`src/sscc_ram.sv`:
```
// simple dual port memory, one write and one registered read per cycle
module sscc_ram #(
    parameter int DW    = 8,
    parameter int DEPTH = 16,
    localparam int AW   = (DEPTH > 1) ? $clog2(DEPTH) : 1
) (
    input  logic          i_clk,
    input  logic          i_we,
    input  logic [AW-1:0] i_waddr,
    input  logic [DW-1:0] i_wdata,
    input  logic [AW-1:0] i_raddr,
    output logic [DW-1:0] o_rdata
);

    logic [DW-1:0] r_mem [DEPTH];
    logic [DW-1:0] r_rdata;

    always_ff @(posedge i_clk) begin
        if (i_we) begin
            r_mem[i_waddr] <= i_wdata;
        end
        r_rdata <= r_mem[i_raddr];
    end

    assign o_rdata = r_rdata;

endmodule

```
`config.mk`:
```
export PLATFORM = sky130hd
export DESIGN_NAME = sscc_ram
export DESIGN_NICKNAME = d
export VERILOG_FILES = /design/src/sscc_ram.sv
export SDC_FILE = /design/constraint.sdc
export NUM_CORES = 1
export LEC_CHECK = 0
export ABC_AREA = 1
export BUFFER_PORTS_ARGS = -buffer_cell sky130_fd_sc_hd__buf_2
export CORE_MARGIN = 5
export CORE_UTILIZATION = 30
export DETAILED_ROUTE_END_ITERATION = 16
export HOLD_SLACK_MARGIN = 0.05
export PLACE_DENSITY_LB_ADDON = 0.25
export SLEW_MARGIN = 20
export SYNTH_ARGS = -nofsm -noshare
export SYNTH_HDL_FRONTEND = slang
export SYNTH_SLANG_ARGS = --single-unit
export TNS_END_PERCENT = 30
```
`constraint.sdc`:
```
create_clock -name i_clk -period 1.52 [get_ports i_clk]
set_input_delay 0.152 -clock i_clk [delete_from_list [all_inputs] [get_ports i_clk]]
set_output_delay 0.152 -clock i_clk [all_outputs]
set_load 0.01 [all_outputs]
```
==> flow_metrics.env, run 1 <==
export IMPL_dp_cells=838
export IMPL_power_density_nw_per_um2=1340
export IMPL_synthesis_nets=569
export IMPL_syn_inst=551
export IMPL_yosys_top_cells_area="edfxtp_1, nand2_1, nand3_1"
export IMPL_gp_congestion=0.7593
export IMPL_critPathMaxStageDelay_ns=0.38
export IMPL_dr_max_layer_used="met4"
export IMPL_crit_path_start_kind="flop"
export IMPL_p_total_w=0.009286
export IMPL_synth_main_ff_cell="edfxtp_1"
export IMPL_grt_pass1_vias=3818
export IMPL_die_w_um=148.6
export IMPL_wl_met1_um=6269
export IMPL_ys_seq_elements=136
export IMPL_drtIter0Drc=341
export IMPL_design_area_um2=6929
export IMPL_antenna_cells=0
export IMPL_finalWirelength_um=13770
export IMPL_fin_crit_ns=1.102
export IMPL_cts_root_buf="clkbuf_16"
export IMPL_fin_cells=870
export IMPL_num_vias=3762
export IMPL_clk_latency_ns=0.42
export IMPL_wl_met2_um=6592
export IMPL_rsz0062_at_grt="false"
export IMPL_final_setup_tns_ns=0
export IMPL_drt_antenna_violating_nets=0
export IMPL_dieArea_um2=22100
export IMPL_cts_buffer_depth=2
export IMPL_leakage_nw=2.970
export IMPL_synthToLayoutAreaGrowth_pct=20.16
export IMPL_finalSetupViolations=0
export IMPL_pin_count=26
export IMPL_status="completed"
export IMPL_grt_usage_pct=13.10
export IMPL_async_reset_ff_share_pct=0
export IMPL_max_cap_violations=0
export IMPL_num_rows=50
export IMPL_yosysMostFrequentCell="nand2_1"
export IMPL_synth_cell_types=12
export IMPL_initial_core_util_pct=30.62
export IMPL_final_setup_skew_ns=0.005403
export IMPL_cts_tree="yes"
export IMPL_clk_pin_slew_ns=0.06
export IMPL_via_per_inst=4.324
export IMPL_port_buffers=25
export IMPL_grt_overflow=0
export IMPL_worstPathCellList="buf_2"
export IMPL_final_util_pct=36.80
export IMPL_crit_slowest_cell="dfxtp_1"
export IMPL_worstPathMaxFanout=1
export IMPL_die_h_um=148.6
export IMPL_avgSynthCellArea_um2=10.47
export IMPL_core_area_um2=18830
export IMPL_wl_per_cell_um=15.82
export IMPL_grt_first_pass_wirelength_um=21530
export IMPL_finalHoldViolations=0
export IMPL_synth_seq_area_share_pct=69.43
export IMPL_cts_buffers=17
export IMPL_cts_sinks=136
export IMPL_max_slew_worst_pin_slew_ns=0.4330
export IMPL_end_kind="output port"
export IMPL_met3_length_um=703
export IMPL_ir_drop_uv=726.9
export IMPL_critPathTopFamily="flip-flops"
export IMPL_period_share_pct=72.49
export IMPL_cp_num_buf_inv=1
export IMPL_path_class="reg -> out"
export IMPL_syn_area_um2=5767
export IMPL_cts_resized=0
export IMPL_hp_class="in -> reg"
export IMPL_antenna_found_initial=0
export IMPL_max_clock_freq_mhz=907.6
export IMPL_required_ns=1.37
export IMPL_grt_start_max_net_pins=41
export IMPL_dp_hpwl_um=8644
export IMPL_report_final_slew_viol_count=0
export IMPL_hold_buffers=0
export IMPL_synth_top_area_share_pct=66.65
export IMPL_place_area_um2=6271
export IMPL_drtPass1Iterations=4
export IMPL_cts_htree_levels=4
export IMPL_maxSlewHeadroom_pct=71.13
export IMPL_synth_warning_count=0
export IMPL_drive_above_1_share_pct=13.44
export IMPL_ys_top_cells_by_count="nand2_1, edfxtp_1, inv_1"
export IMPL_arrival_ns=0.95
export IMPL_post_cts_repair_setup_buffers=0
export IMPL_synth_edf_count=128
export IMPL_fin_nets=615
export IMPL_drc=0
export IMPL_yosysTopAreaCell="edfxtp_1"
-- stage by stage --
| stage | setup WS (ns) | hold WS, ns |
|---|---|---|
| after floorplan | 0.4172 | 0.2509 |
| after global placement | 0.1765 | 0.5588 |
| after detailed placement | 0.1569 | 0.5564 |
| after CTS | 0.3992 | 0.1114 |
| after global routing | 0.3414 | 0.1240 |
| final | 0.4182 | 0.1261 |
-- flip-flops by register name, summed over array words and instances (netlist names) --
| signal | cells |
|---|---|
| r_mem | 128 |
| o_rdata | 8 |
-- layout make-up --
class	instances	area (µm²)
Inverter	102	382.9
Clock inverter	14	229.0
Fill cell	1850	11900
Timing Repair Buffer	51	345.3
Sequential cell	136	4004
Multi-Input combinational cell	289	1214
Clock buffer	18	429.2
Tap cell	260	325.3
-- cell families after synthesis --
logic type	Yosys count	synth area share, %
and+or+nand+nor	289	21.05
DFF	136	69.43
buffers and inverters	126	9.525
-- worst paths after layout --
kind,depth (start not counted),slack (ns),to,startpoint
max,1,0.42,o_rdata[2],o_rdata[2]
min,1,0.13,r_mem[5][2],i_wdata[2]
max reg2reg,6,0.48,o_rdata[1],r_mem[9][1]
min reg2reg,6,0.68,o_rdata[2],r_mem[12][2]
-- power breakdown --
group | switching [W] | total, W | internal, W
clock network | 0.00149 | 0.00454 | 0.00306
logic | 0.000362 | 0.000523 | 0.000161
registers | 0.0000275 | 0.00422 | 0.00419
-- cells in the final DEF (no fill, tap or decap), drive strengths merged --
| master | instances |
|---|---|
| clkinv | 5 |
| edfxtp | 128 |
| bufinv | 6 |
| nand2 | 173 |
| clkbuf | 18 |
| nor2 | 17 |
| dfxtp | 8 |
| nand3b | 2 |
| clkinvlp | 3 |
| inv | 102 |
| nand3 | 97 |
| buf | 51 |
-- layer usage --
| metal | up-vias | GRT usage, % |
|---|---|---|
| met1 | 1804 | 17.56 |
| met3 | 12 | 2.438 |
| met4 | 0 | 4.850 |
| li1 | 1862 | - |
| met2 | 84 | 21.23 |
| met5 | - | 0 |
Note: power is estimated with default switching activity, not from simulation.
==> run 2: changes to the inputs <==
ABC_AREA = 0   (was 1)
clock period = 1.05 ns   (was 1.52 ns; I/O delays follow)
==> flow_metrics.env, run 2 <==
export IMPL_fin_crit_ns=1.276
export IMPL_drive_above_1_share_pct=46.01
export IMPL_finalHoldViolations=0
export IMPL_initial_core_util_pct=30.82
export IMPL_drtIter0Drc=155
export IMPL_num_fill_cells=1497
export IMPL_drt_antenna_violating_nets=0
export IMPL_dp_hpwl_um=7016
export IMPL_cts_buffers=17
export IMPL_synth_main_ff_cell="edfxtp_1"
export IMPL_cts_buffer_depth=2
export IMPL_timing_final_ws_setup_ns=-0.2261
export IMPL_antenna_found_initial=0
export IMPL_maxSlewHeadroom_pct=39.82
export IMPL_place_worst_setup_slack_ns=-0.5159
export IMPL_avgSynthCellArea_um2=22.48
export IMPL_final_util_pct=39.28
export IMPL_path_class="reg -> reg"
export IMPL_synth_warning_count=0
export IMPL_multi_input_area_um2=1087
export IMPL_yosysMostFrequentCell="edfxtp_1"
export IMPL_max_clock_freq_mhz=783.7
export IMPL_pin_count=26
export IMPL_syn_inst=229
export IMPL_grt_pass1_vias=2650
export IMPL_dp_cells=501
export IMPL_synth_edf_count=128
export IMPL_ys_top_cells_by_count="edfxtp_1, mux4_2, a22oi_1"
export IMPL_crit_path_start_kind="flop"
export IMPL_wl_per_cell_um=19.32
export IMPL_via_per_inst=4.522
export IMPL_yosysTopAreaCell="edfxtp_1"
export IMPL_power_density_nw_per_um2=2052
export IMPL_report_final_slew_viol_count=0
export IMPL_post_cts_repair_setup_buffers=0
export IMPL_rsz0062_at_grt="true"
export IMPL_synth_top_area_share_pct=74.67
export IMPL_grt_first_pass_wirelength_um=15930
export IMPL_cts_tree="yes"
export IMPL_synthToLayoutAreaGrowth_pct=27.44
export IMPL_antenna_cells=0
export IMPL_arrival_ns=1.59
export IMPL_syn_area_um2=5147
export IMPL_leakage_nw=2.190
export IMPL_max_flop_register="r_mem"
export IMPL_ys_seq_elements=136
export IMPL_ir_drop_uv=1079
export IMPL_status="finished with violations"
export IMPL_num_rows=47
export IMPL_clk_latency_ns=0.42
export IMPL_synthesis_nets=247
export IMPL_p_total_w=0.01346
export IMPL_drc=0
export IMPL_cts_sinks=136
export IMPL_period_share_pct=121.5
export IMPL_finalSetupViolations=8
export IMPL_largest_reg_flops=128
export IMPL_seqCellArea_um2=4006
export IMPL_max_cap_violations=0
export IMPL_final_setup_tns_ns=-1.551
export IMPL_gp_congestion=0.7025
export IMPL_clk_pin_slew_ns=0.06
export IMPL_dieArea_um2=19880
export IMPL_end_kind="flop"
export IMPL_hold_buffers=0
export IMPL_cts_root_buf="clkbuf_16"
export IMPL_async_reset_ff_share_pct=0
export IMPL_die_h_um=141.0
export IMPL_violations="setup timing"
export IMPL_finalWirelength_um=10300
export IMPL_yosys_top_cells_area="edfxtp_1, mux4_2, mux4_1"
export IMPL_port_buffers=25
export IMPL_die_w_um=141.0
export IMPL_required_ns=1.36
export IMPL_worstPathMaxFanout=1
export IMPL_synth_cell_types=19
export IMPL_max_slew_worst_pin_slew_ns=0.9008
export IMPL_final_setup_skew_ns=0.007938
export IMPL_num_vias=2410
export IMPL_core_area_um2=16700
export IMPL_grt_start_max_net_pins=17
export IMPL_final_common_cell="edfxtp_1"
export IMPL_layout_common_cells="edfxtp_1, mux4_2, buf_4"
export IMPL_hp_class="in -> reg"
export IMPL_drtPass1Iterations=4
export IMPL_grt_usage_pct=11.22
export IMPL_synth_seq_area_share_pct=77.78
export IMPL_fin_cells=533
export IMPL_fin_nets=318
export IMPL_grt_overflow=0
export IMPL_cts_htree_levels=4
-- run 2: changes by cell type after synthesis, sizes merged, moves of 4 or more --
cell / previous run / this run
nor2: 17 / 13
inv: 102 / 0
mux4: 0 / 32
a22oi: 0 / 16
nand2: 173 / 9
nand3: 97 / 1
nor3: 0 / 4
buf: 24 / 7
-- run 2: layout make-up --
type | count | share of cell area, %
clock buffers | 17 | 6.485
repair buffers | 62 | 7.858
well taps | 220 | 4.196
clock inverters | 15 | 3.815
flip-flops and latches | 136 | 61.07
multi-input cells | 83 | 16.57
-- run 2: cells by family (layout without fill, tap and decap cells) --
logic type	count (synthesis)	in the layout	synth area share [%]
compound gates	16	16	2.334
buf+inv	10	94	1.677
flops	136	136	77.78
mux	32	32	15.02
simple gates	35	35	3.184
-- run 2: what timing repair did --
item	4_1_cts	5_1_grt
hold endpoints to repair	0	0
resized for setup	15	0
pin swaps	7	4
setup endpoints to repair	10	8
-- run 2: worst paths after layout --
kind / slack, ns / end / start / cells past startpoint
max: -0.23 / o_rdata[1] / r_mem[2][1] / 3
min: 0.07 / r_mem[5][4] / i_wdata[4] / 1
max reg2reg: -0.23 / o_rdata[1] / r_mem[2][1] / 3
min reg2reg: 0.67 / o_rdata[2] / r_mem[14][2] / 3
-- run 2: routing by layer --
| metal | GRT usage (%) | vias to the layer above | part of all wire (%) |
|---|---|---|---|
| met3 | 3.725 | 13 | 5.8 |
| met5 | 0 | - | 0 |
| met1 | 15.22 | 1235 | 46 |
| li1 | - | 1098 | - |
| met2 | 16.58 | 64 | 47 |
| met4 | 4.742 | 0 | 1.5 |
-- run 2: critical path, cell delays in order, from the launching register on --
cell	delay, ns
edfxtp_1	0.37
mux4_2	0.48
a22oi_2	0.23
nand2_1	0.08
-- run 2: per-stage QoR --
stage               hold WS [ns]  cell area, µm²
global route             0.07044            6560
CTS                      0.05247            6560
detailed placement        0.5041            5861
finish                   0.07442            6560
floorplan                 0.2039            5167
global placement          0.4943            5861
-- run 2: power breakdown --
group / internal, W / total (W) / switching (W)
combinational: 0.000321 / 0.000686 / 0.000364
clock: 0.00446 / 0.00666 / 0.00221
sequential: 0.00607 / 0.00611 / 0.0000380
total: 0.0109 / 0.0135 / 0.00261
